File: config.mk
export PLATFORM = sky130hd
export DESIGN_NAME = tour_permutation_mutation
export DESIGN_NICKNAME = d
export VERILOG_FILES = /design/src/tpm_pkg.sv /design/src/tpm_front.sv /design/src/tpm_queue.sv /design/src/tpm_back.sv /design/src/tour_permutation_mutation.sv
export SDC_FILE = /design/constraint.sdc
export NUM_CORES = 2
export LEC_CHECK = 0
export BUFFER_PORTS_ARGS = -buffer_cell sky130_fd_sc_hd__buf_2
export CORE_MARGIN = 1
export CORE_UTILIZATION = 40
export CTS_CLUSTER_DIAMETER = 50
export CTS_CLUSTER_SIZE = 10
export DETAILED_ROUTE_END_ITERATION = 12
export SYNTH_ARGS = -nofsm -noshare
export SYNTH_HDL_FRONTEND = slang
export SYNTH_HIERARCHICAL = 1
export SYNTH_SLANG_ARGS = --single-unit
File: constraint.sdc
create_clock -name clk -period 7.69 [get_ports clk]
set_input_delay 0.769 -clock clk [delete_from_list [all_inputs] [get_ports clk]]
set_output_delay 0.769 -clock clk [all_outputs]
set_load 0.05 [all_outputs]
File: src/tpm_pkg.sv
// Shared types, constants and position helpers for the tour mutation block.
package tpm_pkg;

  localparam int DEF_MAX_CITIES = 64;
  localparam int POS_W          = 6;
  localparam int GENE_W         = 7;
  localparam int CNT_W          = 7;
  localparam int MOD_STEPS      = 6;
  localparam int CQ_DEPTH       = 2;
  localparam int OQ_DEPTH       = 4;

  localparam logic [CNT_W-1:0] CITY_COUNT_RST = 7'd64;
  localparam logic [CNT_W-1:0] MIN_CITIES     = 7'd4;

  localparam logic [1:0] KIND_LOAD  = 2'd0;
  localparam logic [1:0] KIND_PAIR  = 2'd1;
  localparam logic [1:0] KIND_BLOCK = 2'd2;
  localparam logic [1:0] KIND_INV   = 2'd3;

  typedef enum logic [1:0] {
    OP_LOAD = 2'd0,
    OP_SWAP = 2'd1,
    OP_INV  = 2'd2
  } op_t;

  typedef struct packed {
    op_t               op;
    logic [GENE_W-1:0] gene;
    logic [POS_W-1:0]  load_pos;
    logic [POS_W-1:0]  wa;
    logic [POS_W-1:0]  wb;
    logic [POS_W-1:0]  wi;
    logic [POS_W-1:0]  len;
    logic [CNT_W-1:0]  n;
  } cmd_t;

  typedef struct packed {
    logic [POS_W-1:0]  pos;
    logic [GENE_W-1:0] gene;
    logic              last;
  } res_t;

  function automatic logic [POS_W-1:0] pos_inc(input logic [POS_W-1:0] p,
                                               input logic [CNT_W-1:0] n);
    logic [POS_W-1:0] top;
    top = POS_W'(n - 7'd1);
    return (p == top) ? POS_W'(1) : POS_W'(p + 6'd1);
  endfunction

  function automatic logic [POS_W-1:0] pos_dec(input logic [POS_W-1:0] p,
                                               input logic [CNT_W-1:0] n);
    logic [POS_W-1:0] top;
    top = POS_W'(n - 7'd1);
    return (p == POS_W'(1)) ? top : POS_W'(p - 6'd1);
  endfunction

endpackage

File: src/tpm_front.sv
// Front end: accepts items, holds the tour length, wraps positions into commands.
module tpm_front #(
  parameter int MAX_CITIES = tpm_pkg::DEF_MAX_CITIES
) (
  input  logic                       clk,
  input  logic                       rst,
  input  logic                       cfg_write,
  input  logic [tpm_pkg::CNT_W-1:0]  cfg_wdata,
  input  logic                       item_valid,
  output logic                       item_ready,
  input  logic [1:0]                 kind,
  input  logic [tpm_pkg::GENE_W-1:0] gene_value,
  input  logic [tpm_pkg::POS_W-1:0]  pos_a,
  input  logic [tpm_pkg::POS_W-1:0]  pos_b,
  input  logic [tpm_pkg::POS_W-1:0]  block_len,
  output logic                       q_push,
  output tpm_pkg::cmd_t              q_data,
  input  logic                       q_full
);
  import tpm_pkg::*;

  typedef enum logic [2:0] {
    F_IDLE = 3'b001,
    F_CALC = 3'b010,
    F_PUSH = 3'b100
  } front_state_t;

  front_state_t     state;
  cmd_t             cmd;
  logic [CNT_W-1:0] city_count;
  logic [CNT_W-1:0] n_sat;
  logic [2:0]       step;
  logic [CNT_W-1:0] rem      [3];
  logic [CNT_W-1:0] rem_next [3];
  logic [POS_W-1:0] wrp      [3];
  logic [2:0]       zero;
  logic [POS_W-1:0] dm1;
  logic [11:0]      dsh;
  logic [CNT_W-1:0] x_in     [3];

  always_comb begin
    if (city_count < MIN_CITIES) begin
      n_sat = MIN_CITIES;
    end else if (city_count > CNT_W'(MAX_CITIES)) begin
      n_sat = CNT_W'(MAX_CITIES);
    end else begin
      n_sat = city_count;
    end
  end

  assign x_in[0] = {1'b0, pos_a};
  assign x_in[1] = {1'b0, pos_b};
  assign x_in[2] = CNT_W'({1'b0, pos_a} + {1'b0, block_len} - 7'd1);

  assign dm1 = POS_W'(cmd.n - 7'd1);
  assign dsh = 12'(dm1) << step;

  always_comb begin
    for (int i = 0; i < 3; i++) begin
      rem_next[i] = ({5'b0, rem[i]} >= dsh) ? CNT_W'(rem[i] - dsh[CNT_W-1:0]) : rem[i];
      wrp[i]      = zero[i] ? dm1 : POS_W'(rem_next[i] + 7'd1);
    end
  end

  assign item_ready = (state == F_IDLE);
  assign q_push     = (state == F_PUSH) && !q_full;
  assign q_data     = cmd;

  always_ff @(posedge clk) begin
    if (rst) begin
      city_count <= CITY_COUNT_RST;
    end else if (cfg_write) begin
      city_count <= cfg_wdata;
    end
  end

  always_ff @(posedge clk) begin
    if (rst) begin
      state <= F_IDLE;
      step  <= '0;
    end else begin
      case (state)
        F_IDLE: begin
          if (item_valid) begin
            cmd.gene     <= gene_value;
            cmd.load_pos <= pos_a;
            cmd.n        <= n_sat;
            cmd.len      <= (kind == KIND_PAIR) ? POS_W'(1) : block_len;
            step         <= 3'(MOD_STEPS - 1);
            for (int i = 0; i < 3; i++) begin
              rem[i]  <= CNT_W'(x_in[i] - 7'd1);
              zero[i] <= (x_in[i] == '0);
            end
            case (kind)
              KIND_LOAD: begin
                cmd.op <= OP_LOAD;
                state  <= F_PUSH;
              end
              KIND_PAIR: begin
                cmd.op  <= OP_SWAP;
                state   <= F_CALC;
              end
              KIND_BLOCK: begin
                cmd.op <= OP_SWAP;
                state  <= F_CALC;
              end
              default: begin
                cmd.op <= OP_INV;
                state  <= F_CALC;
              end
            endcase
          end
        end
        F_CALC: begin
          for (int i = 0; i < 3; i++) begin
            rem[i] <= rem_next[i];
          end
          step <= step - 3'd1;
          if (step == '0) begin
            cmd.wa <= wrp[0];
            cmd.wb <= wrp[1];
            cmd.wi <= wrp[2];
            state  <= F_PUSH;
          end
        end
        F_PUSH: begin
          if (!q_full) begin
            state <= F_IDLE;
          end
        end
        default: state <= F_IDLE;
      endcase
    end
  end

`ifndef ASSERT_OFF
  a_wa_range: assert property (@(posedge clk) disable iff (rst)
    q_push && (q_data.op != OP_LOAD) |-> (q_data.wa != '0) && ({1'b0, q_data.wa} < q_data.n))
    else $error("first wrapped position out of range");
  a_wb_range: assert property (@(posedge clk) disable iff (rst)
    q_push && (q_data.op != OP_LOAD) |-> (q_data.wb != '0) && ({1'b0, q_data.wb} < q_data.n))
    else $error("second wrapped position out of range");
  a_wi_range: assert property (@(posedge clk) disable iff (rst)
    q_push && (q_data.op == OP_INV) |-> (q_data.wi != '0) && ({1'b0, q_data.wi} < q_data.n))
    else $error("inversion source position out of range");
`endif

endmodule

File: src/tpm_queue.sv
// Short command queue between front and back ends.
module tpm_queue (
  input  logic          clk,
  input  logic          rst,
  input  logic          push,
  input  tpm_pkg::cmd_t push_data,
  output logic          full,
  input  logic          pop,
  output logic          valid,
  output tpm_pkg::cmd_t pop_data
);
  import tpm_pkg::*;

  localparam int AW = $clog2(CQ_DEPTH);

  cmd_t        mem [CQ_DEPTH];
  logic [AW-1:0] wptr;
  logic [AW-1:0] rptr;
  logic [AW:0]   cnt;

  assign full     = (cnt == (AW+1)'(CQ_DEPTH));
  assign valid    = (cnt != '0);
  assign pop_data = mem[rptr];

  always_ff @(posedge clk) begin
    if (push) begin
      mem[wptr] <= push_data;
    end
  end

  always_ff @(posedge clk) begin
    if (rst) begin
      wptr <= '0;
      rptr <= '0;
      cnt  <= '0;
    end else begin
      if (push) wptr <= wptr + 1'b1;
      if (pop)  rptr <= rptr + 1'b1;
      cnt <= cnt + (AW+1)'(push) - (AW+1)'(pop);
    end
  end

endmodule

File: src/tpm_back.sv
// Back end: parent store, child source map, gene emission and result buffer.
module tpm_back #(
  parameter int MAX_CITIES = tpm_pkg::DEF_MAX_CITIES
) (
  input  logic                       clk,
  input  logic                       rst,
  input  logic                       q_valid,
  input  tpm_pkg::cmd_t              q_data,
  output logic                       q_pop,
  output logic                       result_valid,
  input  logic                       result_ready,
  output logic [tpm_pkg::POS_W-1:0]  position,
  output logic [tpm_pkg::GENE_W-1:0] gene,
  output logic                       last
);
  import tpm_pkg::*;

  localparam int IW   = $clog2(MAX_CITIES);
  localparam int OQAW = $clog2(OQ_DEPTH);

  typedef enum logic [4:0] {
    B_IDLE   = 5'b00001,
    B_SWAP_A = 5'b00010,
    B_SWAP_B = 5'b00100,
    B_INV    = 5'b01000,
    B_EMIT   = 5'b10000
  } back_state_t;

  back_state_t       state;
  logic [GENE_W-1:0] parent_mem [MAX_CITIES];
  logic [POS_W-1:0]  map_mem    [MAX_CITIES];
  logic [MAX_CITIES-1:0] mv;

  logic [POS_W-1:0]  pa, pb, ps, remaining, k;
  logic [CNT_W-1:0]  n;
  logic              k_last;

  logic              map_we;
  logic [IW-1:0]     map_waddr;
  logic [POS_W-1:0]  map_wdata;
  logic              ld_we;
  logic              op_start;
  logic              issue;

  logic              s1_v, s1_last, s1_hit;
  logic [POS_W-1:0]  s1_pos, s1_src;
  logic [IW-1:0]     s1_raddr;
  logic              s2_v, s2_last;
  logic [POS_W-1:0]  s2_pos;
  logic [GENE_W-1:0] s2_gene;

  res_t              oq [OQ_DEPTH];
  logic [OQAW-1:0]   oq_wptr, oq_rptr;
  logic [OQAW:0]     oq_cnt;
  logic              oq_pop;

  assign q_pop    = (state == B_IDLE) && q_valid && !s1_v && !s2_v;
  assign ld_we    = q_pop && (q_data.op == OP_LOAD) &&
                    ({1'b0, q_data.load_pos} < CNT_W'(MAX_CITIES));
  assign op_start = q_pop && (q_data.op != OP_LOAD);
  assign k_last   = ({1'b0, k} == CNT_W'(n - 7'd1));
  assign issue    = (state == B_EMIT) &&
                    ((4'(oq_cnt) + 4'(s1_v) + 4'(s2_v)) < 4'(OQ_DEPTH));

  always_comb begin
    map_we    = 1'b0;
    map_waddr = pa[IW-1:0];
    map_wdata = pb;
    case (state)
      B_SWAP_A: map_we = 1'b1;
      B_SWAP_B: begin
        map_we    = 1'b1;
        map_waddr = pb[IW-1:0];
        map_wdata = pa;
      end
      B_INV: begin
        map_we    = 1'b1;
        map_wdata = ps;
      end
      default: map_we = 1'b0;
    endcase
  end

  always_ff @(posedge clk) begin
    if (ld_we) begin
      parent_mem[q_data.load_pos[IW-1:0]] <= q_data.gene;
    end
    s2_gene <= parent_mem[s1_raddr];
  end

  always_ff @(posedge clk) begin
    if (map_we) begin
      map_mem[map_waddr] <= map_wdata;
    end
    s1_src <= map_mem[k[IW-1:0]];
  end

  always_ff @(posedge clk) begin
    if (rst) begin
      state <= B_IDLE;
      mv    <= '0;
    end else begin
      if (op_start) begin
        mv <= '0;
      end else if (map_we) begin
        mv[map_waddr] <= 1'b1;
      end
      case (state)
        B_IDLE: begin
          if (op_start) begin
            pa        <= q_data.wa;
            pb        <= q_data.wb;
            ps        <= q_data.wi;
            remaining <= q_data.len;
            n         <= q_data.n;
            k         <= '0;
            if (q_data.len == '0) begin
              state <= B_EMIT;
            end else if (q_data.op == OP_SWAP) begin
              state <= B_SWAP_A;
            end else begin
              state <= B_INV;
            end
          end
        end
        B_SWAP_A: state <= B_SWAP_B;
        B_SWAP_B: begin
          pa        <= pos_inc(pa, n);
          pb        <= pos_inc(pb, n);
          remaining <= remaining - 6'd1;
          state     <= (remaining == POS_W'(1)) ? B_EMIT : B_SWAP_A;
        end
        B_INV: begin
          pa        <= pos_inc(pa, n);
          ps        <= pos_dec(ps, n);
          remaining <= remaining - 6'd1;
          if (remaining == POS_W'(1)) state <= B_EMIT;
        end
        B_EMIT: begin
          if (issue) begin
            k <= k + 6'd1;
            if (k_last) state <= B_IDLE;
          end
        end
        default: state <= B_IDLE;
      endcase
    end
  end

  assign s1_raddr = s1_hit ? s1_src[IW-1:0] : s1_pos[IW-1:0];

  always_ff @(posedge clk) begin
    if (rst) begin
      s1_v <= 1'b0;
      s2_v <= 1'b0;
    end else begin
      s1_v <= issue;
      s2_v <= s1_v;
    end
    if (issue) begin
      s1_pos  <= k;
      s1_last <= k_last;
      s1_hit  <= mv[k[IW-1:0]];
    end
    s2_pos  <= s1_pos;
    s2_last <= s1_last;
  end

  assign oq_pop       = result_valid && result_ready;
  assign result_valid = (oq_cnt != '0);
  assign position     = oq[oq_rptr].pos;
  assign gene         = oq[oq_rptr].gene;
  assign last         = oq[oq_rptr].last;

  always_ff @(posedge clk) begin
    if (s2_v) begin
      oq[oq_wptr] <= '{pos: s2_pos, gene: s2_gene, last: s2_last};
    end
  end

  always_ff @(posedge clk) begin
    if (rst) begin
      oq_wptr <= '0;
      oq_rptr <= '0;
      oq_cnt  <= '0;
    end else begin
      if (s2_v)   oq_wptr <= oq_wptr + 1'b1;
      if (oq_pop) oq_rptr <= oq_rptr + 1'b1;
      oq_cnt <= oq_cnt + (OQAW+1)'(s2_v) - (OQAW+1)'(oq_pop);
    end
  end

`ifndef ASSERT_OFF
  a_oq_room: assert property (@(posedge clk) disable iff (rst)
    s2_v |-> (oq_cnt < (OQAW+1)'(OQ_DEPTH)) || oq_pop)
    else $error("result buffer overrun");
  a_pipe_flow: assert property (@(posedge clk) disable iff (rst)
    s1_v |=> s2_v)
    else $error("read pipeline dropped an item");
  a_map_addr: assert property (@(posedge clk) disable iff (rst)
    map_we |-> (map_waddr != '0) && (CNT_W'(map_waddr) < n))
    else $error("map write outside tour");
`endif

endmodule

File: src/tour_permutation_mutation.sv
// Top level of the tour mutation block: front end, command queue, back end.
// Load item: wrapped into a command, queued, then written to the parent store; no result.
// Operation item: the front end wraps positions, the back end writes the map twice per block
// gene for a swap or once per gene for an inversion, then emits n genes at one per cycle while
// the result buffer has room. The front end can take the next item while the back end is busy.
// Reset clears control and sets city_count to 64; the parent tour is undefined until loaded.
module tour_permutation_mutation #(
  parameter int MAX_CITIES = tpm_pkg::DEF_MAX_CITIES
) (
  input  logic                       clk,
  input  logic                       rst,
  input  logic                       cfg_write,
  input  logic [tpm_pkg::CNT_W-1:0]  cfg_wdata,
  input  logic                       item_valid,
  output logic                       item_ready,
  input  logic [1:0]                 kind,
  input  logic [tpm_pkg::GENE_W-1:0] gene_value,
  input  logic [tpm_pkg::POS_W-1:0]  pos_a,
  input  logic [tpm_pkg::POS_W-1:0]  pos_b,
  input  logic [tpm_pkg::POS_W-1:0]  block_len,
  output logic                       result_valid,
  input  logic                       result_ready,
  output logic [tpm_pkg::POS_W-1:0]  position,
  output logic [tpm_pkg::GENE_W-1:0] gene,
  output logic                       last
);
  import tpm_pkg::*;

  logic push, full, pop, qv;
  cmd_t push_data, pop_data;

  tpm_front #(.MAX_CITIES(MAX_CITIES)) u_front (
    .clk        (clk),
    .rst        (rst),
    .cfg_write  (cfg_write),
    .cfg_wdata  (cfg_wdata),
    .item_valid (item_valid),
    .item_ready (item_ready),
    .kind       (kind),
    .gene_value (gene_value),
    .pos_a      (pos_a),
    .pos_b      (pos_b),
    .block_len  (block_len),
    .q_push     (push),
    .q_data     (push_data),
    .q_full     (full)
  );

  tpm_queue u_queue (
    .clk       (clk),
    .rst       (rst),
    .push      (push),
    .push_data (push_data),
    .full      (full),
    .pop       (pop),
    .valid     (qv),
    .pop_data  (pop_data)
  );

  tpm_back #(.MAX_CITIES(MAX_CITIES)) u_back (
    .clk          (clk),
    .rst          (rst),
    .q_valid      (qv),
    .q_data       (pop_data),
    .q_pop        (pop),
    .result_valid (result_valid),
    .result_ready (result_ready),
    .position     (position),
    .gene         (gene),
    .last         (last)
  );

endmodule

==> impl_metrics.csv <==
group,metric,value,unit
placed_design,gp_congestion,0.836,
floorplanning,ios,55,
grt,track_usage,0.193,
min_path,min_path_cells,1,
route,routed.top_layer,"met5",
clock_network,cts_sinks,1213,
clock_network,hold_buffers,0,
power_and_ir_drop,comb_power_share,0.278,
worst_setup_path,crit_type,"register to register",
floorplanning,die_x,369,µm
worst_setup_path,worst_setup_path_start_kind,"register",
route,wl_met2,62200,µm
power_and_ir_drop,switching_share,0.320,
worst_setup_path,regToRegEndpoint,"u_front/rem[0][14]",
placed_design,dpl_cell_area,0.0559,mm²
power_and_ir_drop,clkPwrFrac,0.324,
clock_network,cts_buffers,153,
yosys,synth_top_cell_area_share,0.610,
worst_setup_path,critPathSlowestCell,"o21ai_0",
run_status,outcome,"complete, but fails checks",
finish,drive_above_1_share,0.143,
floorplanning,initial_core_util,0.403,
yosys,syn_avg_cell_area,14.3,µm²
yosys,synth-edff-count,1095,
route,drtPass1Iterations,9,
grt,grt_pass1_wl,200000,µm
power_and_ir_drop,power.total,20.3,mW
route,drc,10,
yosys,synthTopCellsByCount,"1,095 x edfxtp_1, 342 x nand2b_1, 233 x nor2_1, 216 x o21ai_0, 200 x a22oi_1",
sta,holdWs,0.177,ns
clock_network,clockBufferDepth,3,
worst_setup_path,worstPathMaxFanout,11,
route,wl,133000,µm
grt,grt_start_max_net_pins,227,
finish,postLayoutCellArea,0.0605,mm²
floorplanning,core-area,0.134,mm²
sta,tightest_slew,1.22,ns
clock_network,htreeDepth,4,
yosys,synthCells,3781,
grt,grt_pass1_vias,31500,
run_status,violations,"design-rule violations",
run,cap_viol_max_count,0,
power_and_ir_drop,peakVddDrop,0.394,mV
yosys,ys_types,87,
sta,period_share,0.620,
worst_setup_path,critPathArrivalTime,5.29,ns
floorplanning,dieArea,0.136,mm²
clock_network,tritoncts,"done",
grt,grt_remaining_overflow,0,
yosys,synthFlopType,"edfxtp_1",
finish,syn_to_final_growth,12.3,%
clock_network,clk-insertion-delay-late,0.78,ns
yosys,ys_seq_area_frac,0.654,
yosys,ys_ff_latch,1213,
power_and_ir_drop,p_seq_frac,0.398,
worst_setup_path,cp_top_family,"compound AO/OA/AOI/OAI gates",
worst_setup_path,reg2reg_depth,13,
sta,slew_violations,0,
yosys,synth.most_common_cell,"edfxtp_1",
yosys,synth-async-reset-ratio,0,
power_and_ir_drop,switching_power,6.51,mW
power_and_ir_drop,power_density,336,mW/mm²
min_path,hold_path_class,"input port to register",
worst_setup_path,cpPeakStageDelay,0.63,ns
worst_setup_path,cp-end-kind,"register",
route,dr_wl_met3,8300,µm
sta,skew,0.0256,ns
min_path,hold_path_end,"u_front/q_data[40]",
yosys,synthesis.nets,3885,
worst_setup_path,crit_buf_inv,1,
clock_network,cts_root_buf,"clkbuf_16",
sta,setup_viol,0,
route,ant_nets,0,
finish,diodes,0,
min_path,hp-start,"gene_value[3]",
yosys,yosys-top-cells-area,"edfxtp_1 61%, mux4_2 6.4%, dfxtp_1 4.4%, nand2b_1 4.0%, a22oi_1 2.8%",
sta,fin_crit,4.76,ns
finish,fin_util,0.453,
floorplanning,num_rows,134,
yosys,syn_area,0.0539,mm²
route,first_iter_violations,3211,
sta,fin_setup_tns,0,ns
placed_design,hpwlAfterDp,79900,µm
floorplanning,die_h,369,µm
route,wl_per_cell,23.3,µm
worst_setup_path,crit_chain,"inv_1 -> ha_1 -> xor2_1 -> a221oi_2 -> o21ai_0 -> o21ai_0 -> ha_1 -> nand3_1 -> o211ai_1 -> o22ai_1 -> a21o_1 -> mux2i_1 -> mux2_2",
power_and_ir_drop,intPower,13.8,mW
worst_setup_path,rrSetupSlack,2.93,ns
sta,rsz0062_at_grt,"false",
sta,slew_headroom,0.181,
worst_setup_path,crit_required,8.22,ns
clock_network,clkSlewWorstSetupHoldPaths,0.05,ns
power_and_ir_drop,p_leak,20.2,nW
route,wl_met1,59300,µm
clock_network,cts_resized,0,
placed_design,portBuffers,54,
yosys,synth_top_cell_by_area,"edfxtp_1",
sta,hold_violations,0,
finish,fin_nets,3929,
route,dr_total_vias,32000,
yosys,ys.warnings.count,6,
grt,antenna_found_initial,3,
sta,fmax,0.210,GHz
worst_setup_path,r2r-start,"u_front/q_data[0]",
route,post_drt_via_cell_ratio,5.63,
clock_network,postCtsSetupBuffers,0,
## metrics by stage
stage,worst slack (ns),instances
finish,2.93,5695
global route,2.68,5695
CTS,2.96,5695
detailed placement,2.97,5438
global placement,3.14,5438
floorplan,3.27,3781
## cells by family (layout without fill, tap and decap cells)
group | Yosys count | after routing | synth area share
fa+ha+maj | 65 | 65 | 0.0158
compound gates | 840 | 840 | 0.101
buf+inv | 357 | 503 | 0.0288
mux | 266 | 266 | 0.0893
flops | 1213 | 1213 | 0.654
simple gates | 928 | 928 | 0.0930
xor+xnor | 112 | 112 | 0.0186
## metal layers
metal / track usage / vias to the layer above
li1: - / 14600
met1: 0.273 / 16200
met2: 0.306 / 1049
met3: 0.0348 / 191
met4: 0.0535 / 2
met5: 0 / -
## registers in the layout, summed over array words and instances, names as in the netlist, 5 cells and up, named ones only
name and flops:
u_back/k 6, u_back/map_mem 384, u_back/mv 64, u_back/n 7, u_back/oq 56, u_back/pa 6
u_back/parent_mem 448, u_back/pb 6, u_back/ps 6, u_back/remaining 6, u_back/s1_pos 6, u_back/s1_src 6
u_back/s2_gene 7, u_back/s2_pos 6, u_back/state 5, u_front/city_count 7, u_front/q_data 46, u_front/rem 21
u_queue/mem 92
## worst max-delay path by stage
| stage | slack, ns | cells after the start | start | endpoint |
|---|---|---|---|---|
| 3_3_place_gp | 3.14 | 13 | u_front/q_data[0] | u_front/rem[0][14] |
| 6_report | 2.93 | 13 | u_front/q_data[0] | u_front/rem[0][14] |
| 2_1_floorplan | 3.27 | 6 | u_back/state[1] | u_back/map_mem[0][0] |
| 4_1_cts | 2.96 | 13 | u_front/q_data[0] | u_front/rem[0][14] |
| 3_5_place_dp | 2.97 | 13 | u_front/q_data[0] | u_front/rem[0][14] |
| 5_1_grt | 2.68 | 13 | u_front/q_data[0] | u_front/rem[0][14] |
## layout by cell type, fill, tap and decap left out, drive strengths merged, types with 56 or more instances in the layout
cell type     n
dfxtp       118
xnor2        66
a22oi       201
o22ai        84
edfxtp     1095
ha           60
nand2       111
mux2         59
o21ai       241
buf         109
a21oi       128
nand2b      342
clkbuf      221
mux4        154
inv         145
o21a         67
nor2        233
nor3         56
## area by class of cell
cell class                      count  area (µm²)
Clock buffer                      221        4280
Clock inverter                     36         314
Fill cell                       11700       73100
Inverter                          137         514
Multi-Input combinational cell   2211       17200
Sequential cell                  1213       35200
Tap cell                         1768        2210
Timing Repair Buffer              109         721
## power by group through the flow
stage                     clock network, mW  logic (mW)  registers, mW
final                                  6.58        5.65           8.09
after global routing                   6.98        6.12           8.12
after detailed placement                  0        5.65           8.22
after CTS                              6.72        5.67           8.09
after global placement                    0        5.59           8.21
after floorplan                           0        4.18           8.00
Note: power is estimated with default switching activity, not from simulation.
